`src/rtl/rpq_pkg.sv`:
```
// types and constants shared by the reorderable pending queue modules
package rpq_pkg;

   typedef enum logic [3:0] {
      MODE_LOAD     = 4'd0,
      MODE_MOVE     = 4'd1,
      MODE_UP       = 4'd2,
      MODE_DOWN     = 4'd3,
      MODE_REMOVE   = 4'd4,
      MODE_ACQUIRE  = 4'd5,
      MODE_COMPLETE = 4'd6,
      MODE_RELEASE  = 4'd7,
      MODE_READ     = 4'd8
   } mode_type;

   typedef struct packed {
      logic [3:0]  mode;
      logic [63:0] file_id;
      logic [47:0] file_size;
      logic [5:0]  dest_index;
   } req_type;

   typedef struct packed {
      logic        ok;
      logic [63:0] out_id;
      logic [47:0] out_size;
      logic [6:0]  pending_count;
      logic        active_valid;
      logic [63:0] active_id;
      logic [53:0] bytes_held;
      logic [6:0]  files_held;
   } rsp_type;

   typedef struct packed {
      logic [63:0] id;
      logic [47:0] size;
   } entry_type;

   typedef enum logic [2:0] {
      ST_IDLE,
      ST_DECODE,
      ST_FIND,
      ST_CHECK,
      ST_ROT,
      ST_ROT_WR,
      ST_FIN,
      ST_DONE
   } ctl_state_type;

   typedef struct packed {
      logic lat_req;
      logic scan_clr;
      logic scan_inc;
      logic rd_scan;
      logic find_setup;
      logic rel_setup;
      logic rd_rot;
      logic rot_wr;
      logic fin_wr;
      logic do_load;
      logic do_complete;
      logic set_ok;
      logic rsp_load;
   } cmd_type;

   typedef struct packed {
      logic [3:0] mode;
      logic       load_ok;
      logic       slot_match;
      logic       cnt_full;
      logic       idx_ok;
      logic       scan_end;
      logic       found;
      logic       find_ok;
      logic       at_end;
      logic       rsp_free;
   } sts_type;

endpackage

```
`src/rtl/rpq_ctrl.sv`:
```
// sequencing state machine of the reorderable pending queue
module rpq_ctrl (
   input  logic             clock,
   input  logic             reset,
   input  logic             req_valid,
   output logic             req_ready,
   input  rpq_pkg::sts_type sts,
   output rpq_pkg::cmd_type cmd
);

   rpq_pkg::ctl_state_type state_ff, state_in;

   always_ff @(posedge clock) begin
      if (reset) begin
         state_ff <= rpq_pkg::ST_IDLE;
      end else begin
         state_ff <= state_in;
      end
   end

   always_comb begin
      state_in = state_ff;
      case (state_ff)
         rpq_pkg::ST_IDLE: begin
            if (req_valid) state_in = rpq_pkg::ST_DECODE;
         end
         rpq_pkg::ST_DECODE: begin
            case (sts.mode)
               rpq_pkg::MODE_RELEASE: begin
                  state_in = (sts.slot_match && !sts.cnt_full) ? rpq_pkg::ST_ROT
                                                               : rpq_pkg::ST_DONE;
               end
               rpq_pkg::MODE_READ: begin
                  state_in = sts.idx_ok ? rpq_pkg::ST_FIND : rpq_pkg::ST_DONE;
               end
               rpq_pkg::MODE_MOVE, rpq_pkg::MODE_UP, rpq_pkg::MODE_DOWN,
               rpq_pkg::MODE_REMOVE, rpq_pkg::MODE_ACQUIRE: begin
                  state_in = rpq_pkg::ST_FIND;
               end
               default: state_in = rpq_pkg::ST_DONE;
            endcase
         end
         rpq_pkg::ST_FIND: begin
            state_in = sts.scan_end ? rpq_pkg::ST_DONE : rpq_pkg::ST_CHECK;
         end
         rpq_pkg::ST_CHECK: begin
            if (!sts.found) begin
               state_in = rpq_pkg::ST_FIND;
            end else if (!sts.find_ok || sts.mode == rpq_pkg::MODE_READ) begin
               state_in = rpq_pkg::ST_DONE;
            end else begin
               state_in = rpq_pkg::ST_ROT;
            end
         end
         rpq_pkg::ST_ROT: begin
            state_in = sts.at_end ? rpq_pkg::ST_FIN : rpq_pkg::ST_ROT_WR;
         end
         rpq_pkg::ST_ROT_WR: state_in = rpq_pkg::ST_ROT;
         rpq_pkg::ST_FIN:    state_in = rpq_pkg::ST_DONE;
         rpq_pkg::ST_DONE: begin
            if (sts.rsp_free) state_in = rpq_pkg::ST_IDLE;
         end
         default: state_in = rpq_pkg::ST_IDLE;
      endcase
   end

   always_comb begin
      cmd       = '0;
      req_ready = 1'b0;
      case (state_ff)
         rpq_pkg::ST_IDLE: begin
            req_ready   = !reset;
            cmd.lat_req = req_valid && !reset;
         end
         rpq_pkg::ST_DECODE: begin
            cmd.scan_clr = 1'b1;
            case (sts.mode)
               rpq_pkg::MODE_LOAD: begin
                  cmd.do_load = sts.load_ok;
                  cmd.set_ok  = sts.load_ok;
               end
               rpq_pkg::MODE_COMPLETE: begin
                  cmd.do_complete = sts.slot_match;
                  cmd.set_ok      = sts.slot_match;
               end
               rpq_pkg::MODE_RELEASE: begin
                  cmd.rel_setup = sts.slot_match && !sts.cnt_full;
               end
               default: ;
            endcase
         end
         rpq_pkg::ST_FIND:  cmd.rd_scan = !sts.scan_end;
         rpq_pkg::ST_CHECK: begin
            cmd.scan_inc   = !sts.found;
            cmd.find_setup = sts.found && sts.find_ok;
            cmd.set_ok     = sts.found && sts.find_ok && sts.mode == rpq_pkg::MODE_READ;
         end
         rpq_pkg::ST_ROT:    cmd.rd_rot = !sts.at_end;
         rpq_pkg::ST_ROT_WR: cmd.rot_wr = 1'b1;
         rpq_pkg::ST_FIN: begin
            cmd.fin_wr = 1'b1;
            cmd.set_ok = 1'b1;
         end
         rpq_pkg::ST_DONE:   cmd.rsp_load = sts.rsp_free;
         default: ;
      endcase
   end

endmodule

```
`config.mk`:
```
export PLATFORM = sky130hd
export DESIGN_NAME = rpq_ctrl
export DESIGN_NICKNAME = d
export VERILOG_FILES = /design/src/rtl/rpq_pkg.sv /design/src/rtl/rpq_ctrl.sv
export SDC_FILE = /design/constraint.sdc
export NUM_CORES = 1
export LEC_CHECK = 0
export BUFFER_PORTS_ARGS = -buffer_cell sky130_fd_sc_hd__buf_2
export CORE_AREA = 2 2 39 41
export CTS_CLUSTER_DIAMETER = 80
export DETAILED_ROUTE_END_ITERATION = 8
export DIE_AREA = 0 0 41 43
export MAX_ROUTING_LAYER = met4
export PLACE_DENSITY_LB_ADDON = 0.25
export SYNTH_ARGS = -nofsm -noshare
export SYNTH_HDL_FRONTEND = slang
export SYNTH_SLANG_ARGS = --single-unit
```
`constraint.sdc`:
```
create_clock -name clock -period 1.55 [get_ports clock]
set_input_delay 0.0775 -clock clock [delete_from_list [all_inputs] [get_ports clock]]
set_output_delay 0.0775 -clock clock [all_outputs]
set_load 0.05 [all_outputs]
```
# Word-level counts from Yosys, hierarchy flattened

Cells that the tools add are included.

Input port bits: 16
Output and inout bits: 14
Register bits after elaboration: 3
Logic and storage cells: 60

Reduce and logical (&&, ||, !) cells: 15
Mux-type cells: 27
Eq/ne operators: 17

Operators by type and width:

| cell               | number |
|---|---|
| $pmux 3 s8         | 1 |
| $eq 4x3->1 const B | 4 |
| $mux 3             | 5 |
| $mux 1             | 14 |
| $eq 3x3->1 const B | 4 |
| $pmux 3 s3         | 1 |
| $eq 4x2->1 const B | 2 |
| $mux 2             | 4 |
| $eq 3x2->1 const B | 2 |
| $logic_not 1->1    | 6 |
| $reduce_or 5->1    | 1 |
| $eq 4x1->1 const B | 1 |
| $eq 4x4->1 const B | 1 |
| $logic_and 1x1->1  | 4 |
| $logic_not 4->1    | 1 |
| $ne 2x2->1 const B | 2 |
| $eq 3x1->1 const B | 1 |
| $logic_not 3->1    | 1 |
| $pmux 1 s3         | 1 |
| $pmux 1 s2         | 1 |
| $reduce_and 2->1   | 1 |
| $logic_or 1x1->1   | 1 |

# Logic depth before layout (Yosys ltp)

Gate-level depths: netlist of the first run.

Depth in word-level cells: 5
Gate-level depth with buffers: 6
Depth with buffers taken out: 6

# Worst setup path after synthesis of the first run

Ideal clock, no wire load.

Path kind: register to output
Start: reg state_ff[0]
End: out cmd[12] (netlist bit)
Cell stages (with the launch flop): 4
Path slack: -1.247 ns
Data arrival time: 2.720 ns
Data required time: 1.472 ns
Buffers on the path: 1
Path through: dfxtp_1 clkbuf_1 nor4_1 and2_1

RTL lines:

| what                   | RTL line       | text |
|---|---|---|
| start, declared        | rpq_ctrl.sv:11 | `rpq_pkg::ctl_state_type state_ff, state_in;` |
| start signal, assigned | rpq_ctrl.sv:15 | `state_ff <= rpq_pkg::ST_IDLE;` |
| start signal, assigned | rpq_ctrl.sv:17 | `state_ff <= state_in;` |
| end, declared          | rpq_ctrl.sv:8  | `output rpq_pkg::cmd_type cmd` |

==> results_dict.tcl, run 1 <==
set metrics [dict create \
    drc_errors 0 \
    synth_top_cell_by_area "dfxtp_1" \
    syn_area_um2 385 \
    grt.overflow.total 0 \
    hold_path_class "in -> reg" \
    async_flop_share 0 \
    crit_required_ns 1.47 \
    routed_via_density 5.13 \
    tightest_slew_ns 0.329 \
    timing.final.ws_setup_ns -0.104 \
    path_clk_slew_ns 0.04 \
    violations "setup timing" \
    largest_register "state_ff" \
    cts_hold_buf 0 \
    io_buffers 29 \
    nFillCells 129 \
    drtIter0Drc 7 \
    timing.final.crit_period_ns 1.65 \
    skew_ns 0.00202 \
    cts_tree "done" \
    end_kind "primary output" \
    vias 575 \
    areaGrowthSynthToFinish_pct 103 \
    final_nets 113 \
    largest_registers "state_ff (3)" \
    wl_per_cell_um 11.6 \
    ys_ff_latch 3 \
    relSlewSlack 0.779 \
    wl_mm 1.30 \
    finalSetupViolCount 1 \
    drive_gt1_frac 0.625 \
    fin_cells 112 \
    cts_num_sinks 3 \
    dieArea_um2 1760 \
    slew_violations 0 \
    path_max_fanout 3 \
    synth_ff_type "dfxtp_1" \
    grt_pass1_vias 533 \
    grt_pass1_wl_mm 2.23 \
    start_util 0.278 \
    fin_crit_sh 1.07 \
    ys_top_cells_by_area "dfxtp_1 (16%), a21oi_1 (7.8%), nor3b_1 (5.8%)" \
    synth.most_common_cell "a21oi_1" \
    power_density_nw_per_um2 1570 \
    fmax_mhz 605 \
    outcome "finished, violations left" \
    pin_count 30 \
    core_um2 1380 \
    cp_data_arrival_time_ns 1.58 \
    diodes 0 \
    firstDrtPassIters 2 \
    synth-edff-count 0 \
    synth_seq_area_share 0.156 \
    netlist_instances 56 \
    largest_register_ffs 3 \
    grt_max_degree 12 \
    ctsRootBufferMaster "clkbuf_4" \
    synth_nets 72 \
    ant_nets 0 \
    clk_latency_ns 0.24 \
    antenna_found_initial 0 \
    finalHoldViolCount 0 \
    cts_buffer_depth 2 \
    rsz0062_at_grt "true" \
    cap_viol_max_count 0 \
    power_leakage_uw 0.000351 \
    whs_ns 0.0780 \
    dp_cells 106 \
    htree_levels 1 \
    synth_common_cells "a21oi_1 (6), nor2_1 (5), o21ai_0 (4)" \
    fp.dieH_um 43 \
    grt.total_usage 0.188 \
    rows 14 \
    synth.avg_cell_area_um2 6.88 \
    post-synth-top-area-fraction 0.156 \
    ir_drop_mv 1.09 \
    crit_type "reg -> out" \
    ys_warn_count 0 \
    chipWidth_um 41 \
    gp_congestion 0.755 \
    synth_cell_type_count 28 \
    cp-start-kind "flip-flop" \
    dpl.hpwl_mm 1.04 \
    power_uw 1220 \
    numCtsBuffers 3 \
]
logic make-up after synthesis:
family,Yosys count,share of synthesized area
buffers and inverters,5,0.0487
DFF,3,0.156
and+or+nand+nor,31,0.507
AOI/OAI and AO/OA,17,0.289
report_power, final:
| part | switching [µW] | total [µW] | internal, µW |
|---|---|---|---|
| clock | 46.1 | 143 | 96.8 |
| sequential | 31.4 | 151 | 120 |
| combinational | 538 | 930 | 391 |
worst max-delay path: stages (launching register included):
cell,delay (ns)
dfxtp_4,0.34
nand3b_4,0.15
inv_6,0.03
and4b_4,0.17
or4b_4,0.48
buf_8,0.16
path summary, 6_finish.rpt:
| check | slack (ns) | to | startpoint | depth (start not counted) |
|---|---|---|---|---|
| max | -0.10 | cmd[1] | state_ff[1] | 5 |
| max reg2reg | 0.29 | state_ff[0] | state_ff[2] | 6 |
| min | 0.08 | state_ff[2] | reset | 2 |
| min reg2reg | 0.65 | state_ff[1] | state_ff[0] | 3 |
through the flow:
step                worst slack (ns)  area [µm²]  TNS, ns  utilization
finish                        -0.104         781   -0.104        0.564
CTS                           -0.106         766   -0.106        0.553
detailed placement            0.0474         693        0        0.501
global route                  -0.146         781   -0.146        0.564
floorplan                     -0.193         479   -0.506            -
global placement              0.0632         693        0        0.501
layer usage:
layer / vias to the layer above / routed length, µm / track usage
met5: - / 0 / -
met4: 0 / 0 / 0.0400
met3: 0 / 57 / 0.0785
met2: 12 / 641 / 0.253
met1: 265 / 605 / 0.259
li1: 298 / - / -
repair_timing:
| action | CTS | global route |
|---|---|---|
| gates resized for setup | 10 | 6 |
| buffers inserted | 2 | 0 |
| pin swaps | 1 | 3 |
| setup endpoints to repair | 2 | 6 |
layout make-up:
type	instances	area [µm²]	share of cell area
multi-input cells	48	399	0.511
well taps	16	20.0	0.0256
flip-flops and latches	3	66.3	0.0849
repair buffers	39	256	0.329
inverters	2	12.5	0.0160
clock buffers	4	26.3	0.0337
cells in the final DEF, fill, tap and decap left out, types with 2 or more instances in the layout:
cell and n:
buf_2 25, buf_4 9, a21oi_1 6, nor2_1 5, o21ai_0 4, nand2_1 3
clkbuf_4 3, buf_6 3, nor3b_2 2, nand3_1 2, buf_8 2, dfxtp_2 2
Note: power is estimated with default switching activity, not from simulation.
==> run 2: changes to the inputs <==
CELL_PAD_IN_SITES_DETAIL_PLACEMENT = 1   (was default)
CELL_PAD_IN_SITES_GLOBAL_PLACEMENT = 1   (was default)
CORE_AREA = default   (was 2 2 39 41)
CORE_ASPECT_RATIO = 0.9   (was default)
CORE_MARGIN = 2   (was default)
CORE_UTILIZATION = 23   (was default)
DIE_AREA = default   (was 0 0 41 43)
TNS_END_PERCENT = 1   (was default)
==> run 2 against run 1 <==
Against the previous run: the run still ends with setup timing left; die area increased by 15%; maximum frequency about the same; clock skew increased by 0.0016 ns; via count increased by 3.7%; sequential share of layout area about the same; first-iteration DRC count decreased by 57%; clock power decreased by 4%; cell area decreased by 4.0%; setup slack about the same; non-clock buffer count unchanged; largest cell class unchanged.
==> results_dict.tcl, run 2 (same netlist as run 1, synthesis figures left out) <==
set metrics [dict create \
    slowest_delay_ns 0.49 \
    firstDrtPassIters 4 \
    final_nets 113 \
    power_uw 1160 \
    crit_chain "nand3b_4 > inv_2 > and4b_2 > or4b_4 > buf_8" \
    fmax_mhz 604 \
    finalHoldViolCount 0 \
    power_leakage_uw 0.000335 \
    fp.dieH_um 42.8 \
    ir_drop_mv 0.846 \
    timing.final.ws_setup_ns -0.105 \
    path_clk_slew_ns 0.04 \
    relSlewSlack 0.796 \
    grt.total_usage 0.175 \
    drive_gt1_frac 0.615 \
    layout_commonest_cell "buf_2" \
    crit_required_ns 1.47 \
    outcome "finished, violations left" \
    pin_count 30 \
    dpl.hpwl_mm 1.18 \
    grt.overflow.total 0 \
    largest_registers "state_ff (3)" \
    wl_per_cell_um 12.7 \
    cp-start-kind "flip-flop" \
    drc_errors 0 \
    slew_violations 0 \
    nFillCells 219 \
    largest_register "state_ff" \
    grt_pass1_vias 552 \
    cts_tree "done" \
    io_buffers 29 \
    numCtsBuffers 3 \
    grt_max_degree 13 \
    dp_cells 114 \
    violations "setup timing" \
    rows 14 \
    cap_viol_max_count 0 \
    rsz0062_at_grt "true" \
    vias 596 \
    antenna_found_initial 0 \
    timing.final.crit_period_ns 1.65 \
    areaGrowthSynthToFinish_pct 94.5 \
    wl_mm 1.52 \
    clk_latency_ns 0.23 \
    most-common-layout-cells "buf_2 (24), buf_4 (11), a21oi_1 (6), nor2_1 (5), clkbuf_4 (5)" \
    diodes 0 \
    finalSetupViolCount 1 \
    fin_util 0.460 \
    core_um2 1630 \
    ant_nets 0 \
    chipWidth_um 47.1 \
    cp_data_arrival_time_ns 1.58 \
    crit_type "reg -> out" \
    skew_ns 0.00360 \
    start_util 0.237 \
    drtIter0Drc 3 \
    cts_num_sinks 3 \
    end_kind "primary output" \
    tightest_slew_ns 0.303 \
    largest_register_ffs 3 \
    routed_via_density 4.97 \
    htree_levels 1 \
    fin_crit_sh 1.07 \
    hold_path_class "in -> reg" \
    cts_hold_buf 0 \
    grt_pass1_wl_mm 2.49 \
    path_max_fanout 2 \
    cts_buffer_depth 2 \
    dieArea_um2 2020 \
    gp_congestion 0.744 \
    power_density_nw_per_um2 1550 \
    fin_cells 120 \
    ctsRootBufferMaster "clkbuf_4" \
    slowest_stage "or4b_4" \
]
-- run 2: cell count changes in the layout (fill, tap and decap cells not counted), sizes merged --
cell,before,now
buf,39,37
clkbuf,4,6
-- run 2: final timing paths --
check / from / end / slack (ns) / cells after the start
worst max-delay path: state_ff[1] / cmd[1] / -0.10 / 5
worst min-delay path: reset / state_ff[1] / 0.09 / 2
worst max register to register: state_ff[0] / state_ff[0] / 0.32 / 5
worst min register to register: state_ff[2] / state_ff[1] / 0.72 / 4
-- run 2: critical path, delay by kind of cell (launching register included) --
kind / cells / cell delay (ns)
buffers and inverters: 2 / 0.20
AND/OR/NAND/NOR: 3 / 0.84
flip-flops: 1 / 0.32
-- run 2: power breakdown --
group	internal (µW)	total, µW	switching, µW
clock network	96.5	137	40.5
logic	352	878	526
registers	117	147	30.6
-- run 2: final cells by class --
type	count	area [µm²]	area share
clock buffers	4	26.3	0.0351
inverters	2	7.51	0.0100
multi-input cells	48	378	0.504
flip-flops and latches	3	63.8	0.0851
well taps	24	30.0	0.0401
repair buffers	39	244	0.326
-- run 2: stage by stage --
step                setup TNS, ns  cell area, µm²  hold WS, ns  setup slack (ns)
finish                     -0.105             749       0.0855            -0.105
global route               -0.222             749       0.0817            -0.152
CTS                        -0.118             744       0.0725            -0.118
detailed placement        -0.0147             667        0.330           -0.0147
global placement                0             667        0.334            0.0220
floorplan                  -0.777             443        0.147            -0.213
-- run 2: layer usage --
layer	track usage	part of all wire	vias up	wire length, µm
li1	-	-	299	-
met1	0.224	0.47	284	717
met2	0.263	0.49	11	748
met3	0.0511	0.033	2	50
met4	0.0500	0.0052	0	8
met5	-	0	-	0
-- run 2: timing repair --
item                                    4_1_cts  5_1_grt
cloned                                        0        0
resized for setup                            11        2
endpoints found under the setup margin        2        5
pin swaps                                     0        1
setup buffers                                 2        0
